--- config.mk ---
export PLATFORM = sky130hd
export DESIGN_NAME = signed_radix_to_text_unit
export DESIGN_NICKNAME = d
export VERILOG_FILES = /design/src/sv/srtt_pkg.sv /design/src/sv/srtt_dp.sv /design/src/sv/srtt_ctrl.sv /design/src/sv/signed_radix_to_text_unit.sv
export SDC_FILE = /design/constraint.sdc
export NUM_CORES = 1
export LEC_CHECK = 0
export ABC_AREA = 1
export BUFFER_PORTS_ARGS = -buffer_cell sky130_fd_sc_hd__buf_2
export CELL_PAD_IN_SITES_DETAIL_PLACEMENT = 0
export CELL_PAD_IN_SITES_GLOBAL_PLACEMENT = 2
export CORE_UTILIZATION = 40
export CTS_BUF_LIST = sky130_fd_sc_hd__clkbuf_16
export CTS_CLUSTER_DIAMETER = 40
export CTS_CLUSTER_SIZE = 10
export DETAILED_ROUTE_END_ITERATION = 10
export PLACE_DENSITY = 0.95
export REMOVE_ABC_BUFFERS = 1
export SLEW_MARGIN = 0
export SYNTH_ARGS = -nofsm -noshare
export SYNTH_HDL_FRONTEND = slang
export SYNTH_SLANG_ARGS = --single-unit
--- constraint.sdc ---
create_clock -name clock -period 14.55 [get_ports clock]
set_input_delay 1.455 -clock clock [delete_from_list [all_inputs] [get_ports clock]]
set_output_delay 1.455 -clock clock [all_outputs]
set_load 0.02 [all_outputs]
--- src/sv/srtt_pkg.sv ---
// ----------------------------------------------------------------------------
// srtt_pkg
// Shared constants, control/status types and the digit lookup for the
// signed radix to text unit.
// ----------------------------------------------------------------------------
package srtt_pkg;

   localparam int VALUE_BITS_DEFAULT = 32;
   localparam int CHUNK_BITS         = 8;   // quotient bits resolved per divide cycle
   localparam int RADIX_BITS         = 5;
   localparam int CHAR_BITS          = 7;

   localparam logic [RADIX_BITS-1:0] RADIX_RESET = 5'd10;
   localparam logic [RADIX_BITS-1:0] RADIX_MIN   = 5'd2;
   localparam logic [RADIX_BITS-1:0] RADIX_MAX   = 5'd16;
   localparam logic [CHAR_BITS-1:0]  CHAR_MINUS  = 7'h2D;

   typedef struct packed {
      logic load_item;    // capture sign and magnitude of a new word
      logic div_step;     // resolve one chunk of quotient bits
      logic digit_done;   // push remainder as a digit, restart remainder
      logic emit_sign;    // load '-' into the output register
      logic emit_digit;   // pop the top digit into the output register
      logic last_digit;   // mark the popped digit as last
   } srtt_cmd_type;

   typedef struct packed {
      logic out_free;     // output register can take a word this cycle
      logic quot_zero;    // quotient after this step is zero
      logic negative;     // captured word was negative
   } srtt_status_type;

   function automatic logic [CHAR_BITS-1:0] digit_char(input logic [3:0] digit);
      logic [CHAR_BITS-1:0] c;
      case (digit)
         4'd0:    c = 7'h30;
         4'd1:    c = 7'h31;
         4'd2:    c = 7'h32;
         4'd3:    c = 7'h33;
         4'd4:    c = 7'h34;
         4'd5:    c = 7'h35;
         4'd6:    c = 7'h36;
         4'd7:    c = 7'h37;
         4'd8:    c = 7'h38;
         4'd9:    c = 7'h39;
         4'd10:   c = 7'h41;
         4'd11:   c = 7'h42;
         4'd12:   c = 7'h43;
         4'd13:   c = 7'h44;
         4'd14:   c = 7'h45;
         default: c = 7'h46;
      endcase
      return c;
   endfunction

endpackage

--- src/sv/srtt_dp.sv ---
// ----------------------------------------------------------------------------
// srtt_dp
// Datapath: radix register, magnitude/quotient register with a chunked
// restoring divider, digit stack and the output word register.
// ----------------------------------------------------------------------------
module srtt_dp #(
   parameter int VALUE_BITS = srtt_pkg::VALUE_BITS_DEFAULT,
   localparam int PAD_BITS  = ((VALUE_BITS + 7) / 8) * 8
) (
   input  logic                              clock,
   input  logic                              reset,
   input  logic                              csr_valid,
   input  logic [srtt_pkg::RADIX_BITS-1:0]   csr_data,
   input  logic [PAD_BITS-1:0]               req_tdata,
   input  srtt_pkg::srtt_cmd_type            cmd,
   output srtt_pkg::srtt_status_type         status,
   input  logic                              rsp_tready,
   output logic                              rsp_tvalid,
   output logic [7:0]                        rsp_tdata,
   output logic                              rsp_tlast
);

   localparam int CB = srtt_pkg::CHUNK_BITS;

   logic [srtt_pkg::RADIX_BITS-1:0] radix_ff, radix_in;
   logic [srtt_pkg::RADIX_BITS-1:0] radix_eff;
   logic [PAD_BITS-1:0]             mag_ff, mag_in;
   logic [4:0]                      rem_ff, rem_in;
   logic                            neg_ff, neg_in;
   logic [3:0]                      stk_ff [VALUE_BITS];
   logic                            out_valid_ff, out_valid_in;
   logic [srtt_pkg::CHAR_BITS-1:0]  out_char_ff, out_char_in;
   logic                            out_last_ff, out_last_in;

   logic [VALUE_BITS-1:0] value;
   logic [VALUE_BITS-1:0] abs_value;
   logic [4:0]            rem_v;
   logic [4:0]            trial;
   logic [CB-1:0]         qbits;
   logic [PAD_BITS-1:0]   quot_next;

   always_comb begin
      if (radix_ff < srtt_pkg::RADIX_MIN) begin
         radix_eff = srtt_pkg::RADIX_MIN;
      end else if (radix_ff > srtt_pkg::RADIX_MAX) begin
         radix_eff = srtt_pkg::RADIX_MAX;
      end else begin
         radix_eff = radix_ff;
      end
   end

   assign value     = req_tdata[VALUE_BITS-1:0];
   assign abs_value = value[VALUE_BITS-1] ? (~value + 1'b1) : value;

   // Restoring division, one chunk of magnitude bits per cycle, MSB first.
   always_comb begin
      rem_v = rem_ff;
      qbits = '0;
      trial = '0;
      for (int i = 0; i < CB; i++) begin
         trial = {rem_v[3:0], mag_ff[PAD_BITS-1-i]};
         if (trial >= radix_eff) begin
            qbits[CB-1-i] = 1'b1;
            rem_v         = trial - radix_eff;
         end else begin
            rem_v = trial;
         end
      end
      quot_next = (mag_ff << CB) | PAD_BITS'(qbits);
   end

   always_comb begin
      radix_in     = radix_ff;
      mag_in       = mag_ff;
      rem_in       = rem_ff;
      neg_in       = neg_ff;
      out_valid_in = out_valid_ff;
      out_char_in  = out_char_ff;
      out_last_in  = out_last_ff;

      if (csr_valid) begin
         radix_in = csr_data;
      end
      if (cmd.load_item) begin
         mag_in = PAD_BITS'(abs_value);
         rem_in = '0;
         neg_in = value[VALUE_BITS-1];
      end
      if (cmd.div_step) begin
         mag_in = quot_next;
         rem_in = cmd.digit_done ? 5'd0 : rem_v;
      end

      if (rsp_tready) begin
         out_valid_in = 1'b0;
      end
      if (cmd.emit_sign) begin
         out_valid_in = 1'b1;
         out_char_in  = srtt_pkg::CHAR_MINUS;
         out_last_in  = 1'b0;
      end
      if (cmd.emit_digit) begin
         out_valid_in = 1'b1;
         out_char_in  = srtt_pkg::digit_char(stk_ff[0]);
         out_last_in  = cmd.last_digit;
      end
   end

   always_ff @(posedge clock) begin
      if (reset) begin
         radix_ff     <= srtt_pkg::RADIX_RESET;
         out_valid_ff <= 1'b0;
      end else begin
         radix_ff     <= radix_in;
         out_valid_ff <= out_valid_in;
      end
      mag_ff      <= mag_in;
      rem_ff      <= rem_in;
      neg_ff      <= neg_in;
      out_char_ff <= out_char_in;
      out_last_ff <= out_last_in;
   end

   // Digit stack: push on digit completion, pop toward entry zero on emit.
   always_ff @(posedge clock) begin
      if (cmd.digit_done) begin
         stk_ff[0] <= rem_v[3:0];
         for (int i = 1; i < VALUE_BITS; i++) begin
            stk_ff[i] <= stk_ff[i-1];
         end
      end else if (cmd.emit_digit) begin
         for (int i = 0; i < VALUE_BITS - 1; i++) begin
            stk_ff[i] <= stk_ff[i+1];
         end
      end
   end

   assign status.out_free  = !out_valid_ff || rsp_tready;
   assign status.quot_zero = (quot_next == '0);
   assign status.negative  = neg_ff;

   assign rsp_tvalid = out_valid_ff;
   assign rsp_tdata  = {1'b0, out_char_ff};
   assign rsp_tlast  = out_last_ff;

endmodule

--- src/sv/srtt_ctrl.sv ---
// ----------------------------------------------------------------------------
// srtt_ctrl
// Controller: sequences accept, digit division, sign and digit emission,
// and tracks the divide chunk and the stacked digit count.
// ----------------------------------------------------------------------------
module srtt_ctrl #(
   parameter int VALUE_BITS = srtt_pkg::VALUE_BITS_DEFAULT
) (
   input  logic                      clock,
   input  logic                      reset,
   input  logic                      req_tvalid,
   output logic                      req_tready,
   input  srtt_pkg::srtt_status_type status,
   output srtt_pkg::srtt_cmd_type    cmd
);

   localparam int CHUNKS = (VALUE_BITS + srtt_pkg::CHUNK_BITS - 1) / srtt_pkg::CHUNK_BITS;
   localparam int CH_W   = $clog2(CHUNKS + 1);
   localparam int CNT_W  = $clog2(VALUE_BITS + 1);

   typedef enum logic [3:0] {
      S_IDLE   = 4'b0001,
      S_DIVIDE = 4'b0010,
      S_SIGN   = 4'b0100,
      S_EMIT   = 4'b1000
   } state_type;

   state_type        state_ff, state_in;
   logic [CH_W-1:0]  chunk_ff, chunk_in;
   logic [CNT_W-1:0] cnt_ff, cnt_in;

   always_comb begin
      state_in   = state_ff;
      chunk_in   = chunk_ff;
      cnt_in     = cnt_ff;
      req_tready = 1'b0;
      cmd        = '0;

      unique case (state_ff)
         S_IDLE: begin
            // take no word while reset is held
            req_tready = !reset;
            if (req_tvalid && !reset) begin
               cmd.load_item = 1'b1;
               chunk_in      = '0;
               cnt_in        = '0;
               state_in      = S_DIVIDE;
            end
         end
         S_DIVIDE: begin
            cmd.div_step = 1'b1;
            if (chunk_ff == CH_W'(CHUNKS - 1)) begin
               cmd.digit_done = 1'b1;
               chunk_in       = '0;
               cnt_in         = cnt_ff + 1'b1;
               if (status.quot_zero) begin
                  state_in = status.negative ? S_SIGN : S_EMIT;
               end
            end else begin
               chunk_in = chunk_ff + 1'b1;
            end
         end
         S_SIGN: begin
            if (status.out_free) begin
               cmd.emit_sign = 1'b1;
               state_in      = S_EMIT;
            end
         end
         S_EMIT: begin
            if (status.out_free) begin
               cmd.emit_digit = 1'b1;
               cmd.last_digit = (cnt_ff == CNT_W'(1));
               cnt_in         = cnt_ff - 1'b1;
               if (cnt_ff == CNT_W'(1)) begin
                  state_in = S_IDLE;
               end
            end
         end
         default: begin
            state_in = S_IDLE;
         end
      endcase
   end

   always_ff @(posedge clock) begin
      if (reset) begin
         state_ff <= S_IDLE;
         chunk_ff <= '0;
         cnt_ff   <= '0;
      end else begin
         state_ff <= state_in;
         chunk_ff <= chunk_in;
         cnt_ff   <= cnt_in;
      end
   end

endmodule

--- src/sv/signed_radix_to_text_unit.sv ---
// ----------------------------------------------------------------------------
// signed_radix_to_text_unit
// Converts a signed integer to ASCII text in a radix of 2 to 16.
// ----------------------------------------------------------------------------
// Each accepted word on req_ is written out on rsp_ as ASCII characters, most
// significant digit first, with a leading '-' for negative values, digits
// above nine as 'A'-'F', and tlast on the final character; zero gives "0" and
// the most negative value is printed from its unsigned magnitude. The radix
// comes from csr_data (reset 10, values below 2 act as 2, above 16 as 16) and
// must be written only while the unit is idle; the unit does not enforce this.
// One word at a time: once a word is accepted, the divider, which resolves
// eight quotient bits per cycle, stacks its digits, and then each character
// (the sign first, if any) is emitted as the output register frees up. The
// next word is taken while the last character still waits.
// ----------------------------------------------------------------------------
module signed_radix_to_text_unit #(
   parameter int VALUE_BITS = srtt_pkg::VALUE_BITS_DEFAULT,
   localparam int PAD_BITS  = ((VALUE_BITS + 7) / 8) * 8
) (
   input  logic                            clock,
   input  logic                            reset,
   input  logic                            csr_valid,
   output logic                            csr_ready,
   input  logic [srtt_pkg::RADIX_BITS-1:0] csr_data,   // radix
   input  logic                            req_tvalid,
   output logic                            req_tready,
   input  logic [PAD_BITS-1:0]             req_tdata,  // value
   output logic                            rsp_tvalid,
   input  logic                            rsp_tready,
   output logic [7:0]                      rsp_tdata,  // char_code, zero pad
   output logic                            rsp_tlast
);

   srtt_pkg::srtt_cmd_type    cmd;
   srtt_pkg::srtt_status_type status;

   assign csr_ready = !reset;

   srtt_ctrl #(
      .VALUE_BITS(VALUE_BITS)
   ) u_ctrl (
      .clock      (clock),
      .reset      (reset),
      .req_tvalid (req_tvalid),
      .req_tready (req_tready),
      .status     (status),
      .cmd        (cmd)
   );

   srtt_dp #(
      .VALUE_BITS(VALUE_BITS)
   ) u_dp (
      .clock      (clock),
      .reset      (reset),
      .csr_valid  (csr_valid),
      .csr_data   (csr_data),
      .req_tdata  (req_tdata),
      .cmd        (cmd),
      .status     (status),
      .rsp_tready (rsp_tready),
      .rsp_tvalid (rsp_tvalid),
      .rsp_tdata  (rsp_tdata),
      .rsp_tlast  (rsp_tlast)
   );

endmodule

==> flow_summary.ini, run 1 <==
[outcome]
status = finished, final reports clean

[route]
drt-initial-drc-count = 790
vias = 8611
ant_nets = 0
avgViaCountPerCell = 4.97
drc = 0
drtPass1Iterations = 5
post_drt_wl_per_cell_microns = 13.8
finalWirelength_microns = 24000

[clock_network]
clk_latency_ns = 0.44
cts_sinks = 192
hold_buffers = 0
cts_resized = 0
clockRootBuffer = clkbuf_16
cts_tree = yes
cts_setup_buffers = 0
htree_num_levels = 4
clk_path_buf_depth = 2
clkTransAtPathRegs_ns = 0.08
cts_buffers = 17

[setup_path]
critPathLaunchType = register
endpoint = u_dp.stk_ff[0][0]
slowest_stage = o21ai_0
critPathLaunch = u_dp.radix_ff[4]
critical_path.max_stage_delay_ns = 0.44
crit_type = reg -> reg
worst-path-max-fanout = 12
cp.required_ns = 14.71
worst-r2r-cell-count = 69
rr_startpoint = u_dp.radix_ff[4]
cp.arrival_ns = 11.51
cp_common_cell = nand2_1
reg2reg_slack_ns = 3.21
reg2reg_to = u_dp.stk_ff[0][0]
end_kind = register

[layout]
syn2layout_area_growth_pct = 10.7
diodes = 0
drive_gt1_share_pct = 8.26
design_area_sq_um = 12200
final_util_pct = 45.3
fin_nets = 1476
final_common_cell = nand2_1
final_cell_mix = nand2_1, edfxtp_1, inv_1

[timing]
period_share_pct = 78.0
fin_setup_tns_ns = 0
hold_viol_final = 0
grt_setup_unrepaired = false
relSlewSlack_pct = 33.9
fmax_mhz = 88.1
worstMarginPinSlew_ns = 0.991
clock_skew_ns = 0.0186
slew_violations = 0
fin_crit_ns = 11.34
finalSetupViolCount = 0

[floorplanning]
coreArea_sq_um = 27000
initial_core_util_pct = 40.9
dieArea_sq_um = 28300
die_h_microns = 168
fp.dieW_microns = 168
num_io_pins = 54
core.rowCount = 60

[synthesis]
netlist_instances = 1340
syn_area_sq_um = 11100
synth-seq-area-share_pct = 50.4
synth.distinct_cells = 38
synth_edf_count = 173
syn_area_per_cell_sq_um = 8.25
ys_ff_latch = 192
yosysWarnings = 0
synth_flop_cell = edfxtp_1
synthArstFlopShare_pct = 0

[global_route]
grt_pass1_vias = 8181
gr-total-overflow = 0
antenna_found_initial = 0
grt_max_degree = 81
grt_usage_pct = 17.9
grt_pass1_wl_microns = 40900

[placed_design]
place_area_sq_um = 11600
dp_hpwl_microns = 16500
gp_congestion = 0.848
portBuffers = 52

[worst_hold_path]
hold_start = u_ctrl.chunk_ff[2]
min_path_type = reg -> reg

[flow_run]
cap_violations = 0
-- critical path, delay by kind of cell (launching register included) --
family                     cells  cell delay, ns
adders and majority gates      8            2.46
and+or+nand+nor               42            5.16
DFF                            1            0.32
AOI/OAI and AO/OA              8            1.88
buffers and inverters         11            1.21
-- cells by family after synthesis --
logic type	synth area share, %
and+or+nand+nor	25.7
DFF	50.4
buffers and inverters	6.57
AOI/OAI and AO/OA	8.26
adders and majority gates	6.76
xor gates and xnor gates	2.14
other	0.0339
muxes	0.0905
-- sequential cells by signal (all words and copies together) (netlist names) --
name,flops
u_ctrl.chunk_ff,3
u_ctrl.cnt_ff,6
u_ctrl.state_ff,4
u_dp.mag_ff,32
u_dp.neg_ff,1
u_dp.out_char_ff,7
u_dp.radix_ff,5
u_dp.rem_ff,4
u_dp.rsp_tlast,1
u_dp.rsp_tvalid,1
u_dp.stk_ff,128
-- how the worst min path moves through the flow --
stage | end | slack [ns] | cells after the start
after floorplan | u_ctrl.chunk_ff[2] | 0.42 | 2
after global placement | u_ctrl.chunk_ff[2] | 0.43 | 2
after detailed placement | u_dp.stk_ff[15][4] | 0.43 | 0
after CTS | u_ctrl.chunk_ff[2] | 0.45 | 2
after global routing | u_ctrl.chunk_ff[2] | 0.48 | 2
final | u_ctrl.chunk_ff[2] | 0.45 | 2
-- per-stage QoR --
stage	hold slack [ns]	cells	setup slack, ns
floorplan	0.422	1299	4.55
global placement	0.431	1701	3.58
detailed placement	0.434	1701	3.17
CTS	0.449	1733	3.13
global route	0.478	1733	1.68
finish	0.451	1733	3.21
-- metal layers --
layer	global-route usage, %	vias to the layer above	share of wire (%)
li1	-	4455	-
met1	26.9	4008	53
met2	26.8	127	43
met3	2.47	21	2.6
met4	4.82	0	1.1
met5	0	-	0
-- synthesized netlist by cell type (7+ instances only) --
cell / n / area (sq um)
a21oi_1: 27 / 135
a31oi_1: 9 / 56.3
buf_2: 14 / 70.1
clkbuf_1: 21 / 78.8
dfxtp_1: 19 / 380
edfxtp_1: 173 / 5190
fa_1: 8 / 160
ha_1: 47 / 588
inv_1: 139 / 522
nand2_1: 493 / 1850
nand3_1: 69 / 345
nand4_1: 8 / 50.1
nor2_1: 100 / 375
nor2_2: 7 / 43.8
nor3_1: 18 / 90.1
o21ai_0: 118 / 591
xnor2_1: 7 / 61.3
xor2_1: 20 / 175
-- cell type report --
class                   instances  area, sq um
clock buffers                  17          425
clock inverters                15          173
inverters                     145          544
multi-input cells             962         4770
well taps                     341          427
fillers                      2702        14800
flip-flops and latches        192         5580
repair buffers                 61          328
Power of run 1 is not shown: default switching activity piles up to over one toggle a cycle in this logic, so the estimate is an artifact.
==> inputs of run 2 (changes only) <==
- ABC_AREA: 1 -> 0
- PLACE_DENSITY: 0.95 -> 0.89
- clock period: 14.55 -> 10.75 ns (I/O delays scaled with it)
==> flow_summary.ini, run 2 <==
[placed_design]
place_area_sq_um = 11500
place_inst = 1395
gp_congestion = 0.835
dp_hpwl_microns = 15200
portBuffers = 52

[setup_path]
cp.required_ns = 10.95
critPathLaunchType = register
crit_type = reg -> reg
end_kind = register
cp.arrival_ns = 10.43
critical_path.max_stage_delay_ns = 0.39
cp_common_cell = buf_4
slowest_stage = o311a_4
worst-path-max-fanout = 11

[global_route]
antenna_found_initial = 0
grt_usage_pct = 16.4
grt_pass1_vias = 7195
grt_pass1_wl_microns = 36200
grt_max_degree = 82
gr-total-overflow = 0

[layout]
finalNonFillerCells = 1435
design_area_sq_um = 12400
largest_reg_flops = 128
fin_nets = 1184
final_common_cell = nand2_1
diodes = 0
largestRegisters = u_dp.stk_ff (128), u_dp.mag_ff (32), u_dp.out_char_ff (7)
regMostFlops = u_dp.stk_ff
syn2layout_area_growth_pct = 15.3
drive_gt1_share_pct = 19.9
final_cell_mix = nand2_1, edfxtp_1, mux2_2
final_util_pct = 47.2

[synthesis]
synth_edf_count = 173
synth_top_cell_by_area = edfxtp_1
yosysTopAreaCellShare_pct = 48.4
yosys-top-cells-area = edfxtp_1, nand2_1, mux2_2
netlist_instances = 1026
syn_area_per_cell_sq_um = 10.5
syn_area_sq_um = 10700
synth.distinct_cells = 71
ys_top_cells_by_count = nand2_1, edfxtp_1, mux2_2
yosysWarnings = 0
synthArstFlopShare_pct = 0
synth_flop_cell = edfxtp_1
ys_ff_latch = 192
synth-seq-area-share_pct = 52.0
yosysMostFrequentCell = nand2_1

[route]
ant_nets = 0
post_drt_wl_per_cell_microns = 15.4
drtPass1Iterations = 7
drt-initial-drc-count = 588
finalWirelength_microns = 22200
avgViaCountPerCell = 5.19
drc = 4
vias = 7442

[timing]
fin_crit_ns = 10.23
relSlewSlack_pct = 37.3
finalSetupViolCount = 0
hold_viol_final = 0
fmax_mhz = 97.7
clock_skew_ns = 0.0146
slew_violations = 0
worstMarginPinSlew_ns = 0.937
period_share_pct = 95.2

[clock_network]
clk_path_buf_depth = 2
clkTransAtPathRegs_ns = 0.09
hold_buffers = 0
cts_tree = yes
cts_buffers = 17
cts_sinks = 192
clk_latency_ns = 0.45
htree_num_levels = 4
clockRootBuffer = clkbuf_16

[outcome]
violations = DRC
status = finished, violations left

[floorplanning]
coreArea_sq_um = 26200
initial_core_util_pct = 40.9
die_h_microns = 166
dieArea_sq_um = 27500
core.rowCount = 59
num_io_pins = 54
fp.dieW_microns = 166

[worst_hold_path]
min_path_type = reg -> reg

[flow_run]
cap_violations = 0
run 2: final timing paths:
| check | from | slack, ns | cells past startpoint | end |
|---|---|---|---|---|
| setup / recovery | u_dp.radix_ff[3] | 0.52 | 52 | u_dp.stk_ff[0][2] |
| hold / removal | u_dp.stk_ff[15][3] | 0.45 | 0 | u_dp.stk_ff[15][7] |
| setup reg to reg | u_dp.radix_ff[3] | 0.52 | 52 | u_dp.stk_ff[0][2] |
| hold reg to reg | u_dp.stk_ff[15][3] | 0.45 | 0 | u_dp.stk_ff[15][7] |
run 2: through the flow:
stage	worst slack [ns]	TNS (ns)	hold slack (ns)
final	0.515	0	0.452
after global routing	-0.0922	-0.376	0.460
after CTS	0.101	0	0.454
after detailed placement	-0.0252	-0.0252	0.435
after global placement	0.274	0	0.426
after floorplan	-1.56	-18.22	0.422
run 2: cell type report:
class                           instances  area (sq um)
Fill cell                            2441         13800
Clock buffer                           17           425
Inverter                               41           154
Clock inverter                         15           228
Timing Repair Buffer                   89           542
Tap cell                              335           419
Multi-Input combinational cell        746          5030
Sequential cell                       192          5580
run 2: cells by family (layout without fill, tap and decap cells):
family / after synthesis / after routing / share of synthesized area [%]
flops: 192 / 192 / 52.0
other cells: 1 / 1 / 0.0349
mux: 69 / 69 / 7.11
xor+xnor: 49 / 49 / 4.00
simple gates: 393 / 393 / 15.8
fa+ha+maj: 55 / 55 / 6.97
buf+inv: 88 / 162 / 3.25
compound gates: 179 / 179 / 10.8
run 2: per-layer routing:
metal,track usage [%],vias to the layer above,part of all wire (%)
met3,2.74,23,3.1
met2,26.8,110,47
met5,0,-,0
li1,-,3774,-
met4,4.88,0,1.2
met1,22.3,3535,48
run 2: timing repair:
action	in CTS	in global routing
endpoints found under the hold margin	0	0
endpoints found under the setup margin	1	13
gates resized for setup	1	34
cloned	0	1
pin swaps	0	15
setup buffers	0	7
run 2: critical path: cells and delay by family (launching register included):
kind | cells | cell delay [ns]
adder cells (fa/ha/maj) | 8 | 2.33
multiplexers | 2 | 0.74
flip-flops | 1 | 0.35
AO/OA/AOI/OAI | 29 | 4.75
buffers and inverters | 7 | 1.15
AND/OR/NAND/NOR | 6 | 0.61
Power of run 2 is left out for the same reason.
==> inputs of run 3 (changes only) <==
- ABC_AREA: 0 -> 1
- CORE_UTILIZATION: 40 -> 38
- PLACE_DENSITY: 0.89 -> 0.91
==> flow_summary.ini, run 3 (same netlist as run 1, synthesis figures left out) <==
[outcome]
status = finished, final reports clean

[layout]
drive_gt1_share_pct = 9.62
syn2layout_area_growth_pct = 12.2
final_common_cell = nand2_1
regMostFlops = u_dp.stk_ff
largestRegisters = u_dp.stk_ff (128), u_dp.mag_ff (32), u_dp.out_char_ff (7)
final_cell_mix = nand2_1, edfxtp_1, inv_1
diodes = 0
fin_nets = 1487
largest_reg_flops = 128

[timing]
finalSetupViolCount = 0
hold_ws_ns = 0.448
worstMarginPinSlew_ns = 0.856
fmax_mhz = 103
period_share_pct = 90.4
hold_viol_final = 0
clock_skew_ns = 0.0138
relSlewSlack_pct = 42.9
fin_crit_ns = 9.72
slew_violations = 0

[placed_design]
portBuffers = 52
dp_hpwl_microns = 16700
gp_congestion = 0.838

[setup_path]
critPathLaunchType = register
worst-path-max-fanout = 9
cp.arrival_ns = 10.04
reg2reg_slack_ns = 1.03
end_kind = register
slowest_stage = fa_1
critical_path.max_stage_delay_ns = 0.38
cp.required_ns = 11.07
worst-r2r-cell-count = 70
crit_type = reg -> reg
cp_common_cell = nand2_1

[floorplanning]
dieArea_sq_um = 29800
num_io_pins = 54
die_h_microns = 173
coreArea_sq_um = 28700
core.rowCount = 62
fp.dieW_microns = 173
initial_core_util_pct = 38.5

[worst_hold_path]
min_path_type = reg -> reg
whs_path_depth = 2

[clock_network]
clk_path_buf_depth = 2
cts_tree = yes
clockRootBuffer = clkbuf_16
clkTransAtPathRegs_ns = 0.07
cts_buffers = 17
htree_num_levels = 4
cts_sinks = 192
clk_latency_ns = 0.43

[global_route]
grt_max_degree = 80
antenna_found_initial = 0
grt_pass1_wl_microns = 40800
grt_usage_pct = 16.7
gr-total-overflow = 0
grt_pass1_vias = 8113

[route]
drt-initial-drc-count = 674
drc = 0
drtPass1Iterations = 5
finalWirelength_microns = 24600
post_drt_wl_per_cell_microns = 13.8
ant_nets = 0
vias = 8662
avgViaCountPerCell = 4.85

[flow_run]
cap_violations = 0
## run 3: changes by cell type in the layout (fill, tap and decap cells not counted), sizes merged, moves of 12 or more
cell / delta
buf: -18
a21o: -17
mux2: -58
a21oi: -14
nand3: +60
nor2: +70
nand2: +210
inv: +99
o21ai: +65
xor2: -12
## run 3: repair_timing
item,4_1_cts,5_1_grt
gates resized for setup,0,21
setup buffers,0,4
hold buffers,0,0
endpoints found under the setup margin,0,13
## run 3: per-layer routing
| metal | track usage [%] | vias up | share of wire [%] |
|---|---|---|---|
| met5 | 0 | - | 0 |
| met4 | 3.27 | 0 | 0.57 |
| met3 | 2.59 | 9 | 3.0 |
| met2 | 25.1 | 115 | 43 |
| met1 | 25.5 | 4052 | 54 |
| li1 | - | 4486 | - |
## run 3: per-stage QoR
step | instances | util, % | TNS, ns | worst slack [ns] | area [sq um]
detailed placement | 1749 | 40.9 | 0 | 0.0856 | 11700
finish | 1787 | 43.3 | 0 | 1.03 | 12400
floorplan | 1299 | - | 0 | 0.751 | 10900
global placement | 1749 | 40.9 | 0 | 0.514 | 11700
global route | 1787 | 43.3 | -0.270 | -0.0790 | 12400
CTS | 1781 | 42.9 | 0 | 0.0414 | 12300
## run 3: final cells by class
cell class              instances  area (sq um)
clock buffers                  17           425
clock inverters                15           161
fillers                      2903         16300
inverters                     145           544
multi-input cells             964          4830
flip-flops and latches        192          5580
well taps                     384           480
repair buffers                 70           395
## run 3: final timing paths
kind / start / end
setup / recovery: u_dp.radix_ff[4] / u_ctrl.state_ff[1]
hold / removal: u_ctrl.chunk_ff[2] / u_ctrl.chunk_ff[2]
setup reg to reg: u_dp.radix_ff[4] / u_ctrl.state_ff[1]
hold reg to reg: u_ctrl.chunk_ff[2] / u_ctrl.chunk_ff[2]
## run 3: critical path: cells and delay by family, from the launching register on
kind	cells	cell delay, ns
and+or+nand+nor	46	4.94
xor gates and xnor gates	1	0.16
adders and majority gates	9	2.70
AOI/OAI and AO/OA	4	0.59
DFF	1	0.32
buffers and inverters	10	0.89
Power of run 3 is left out for the same reason.
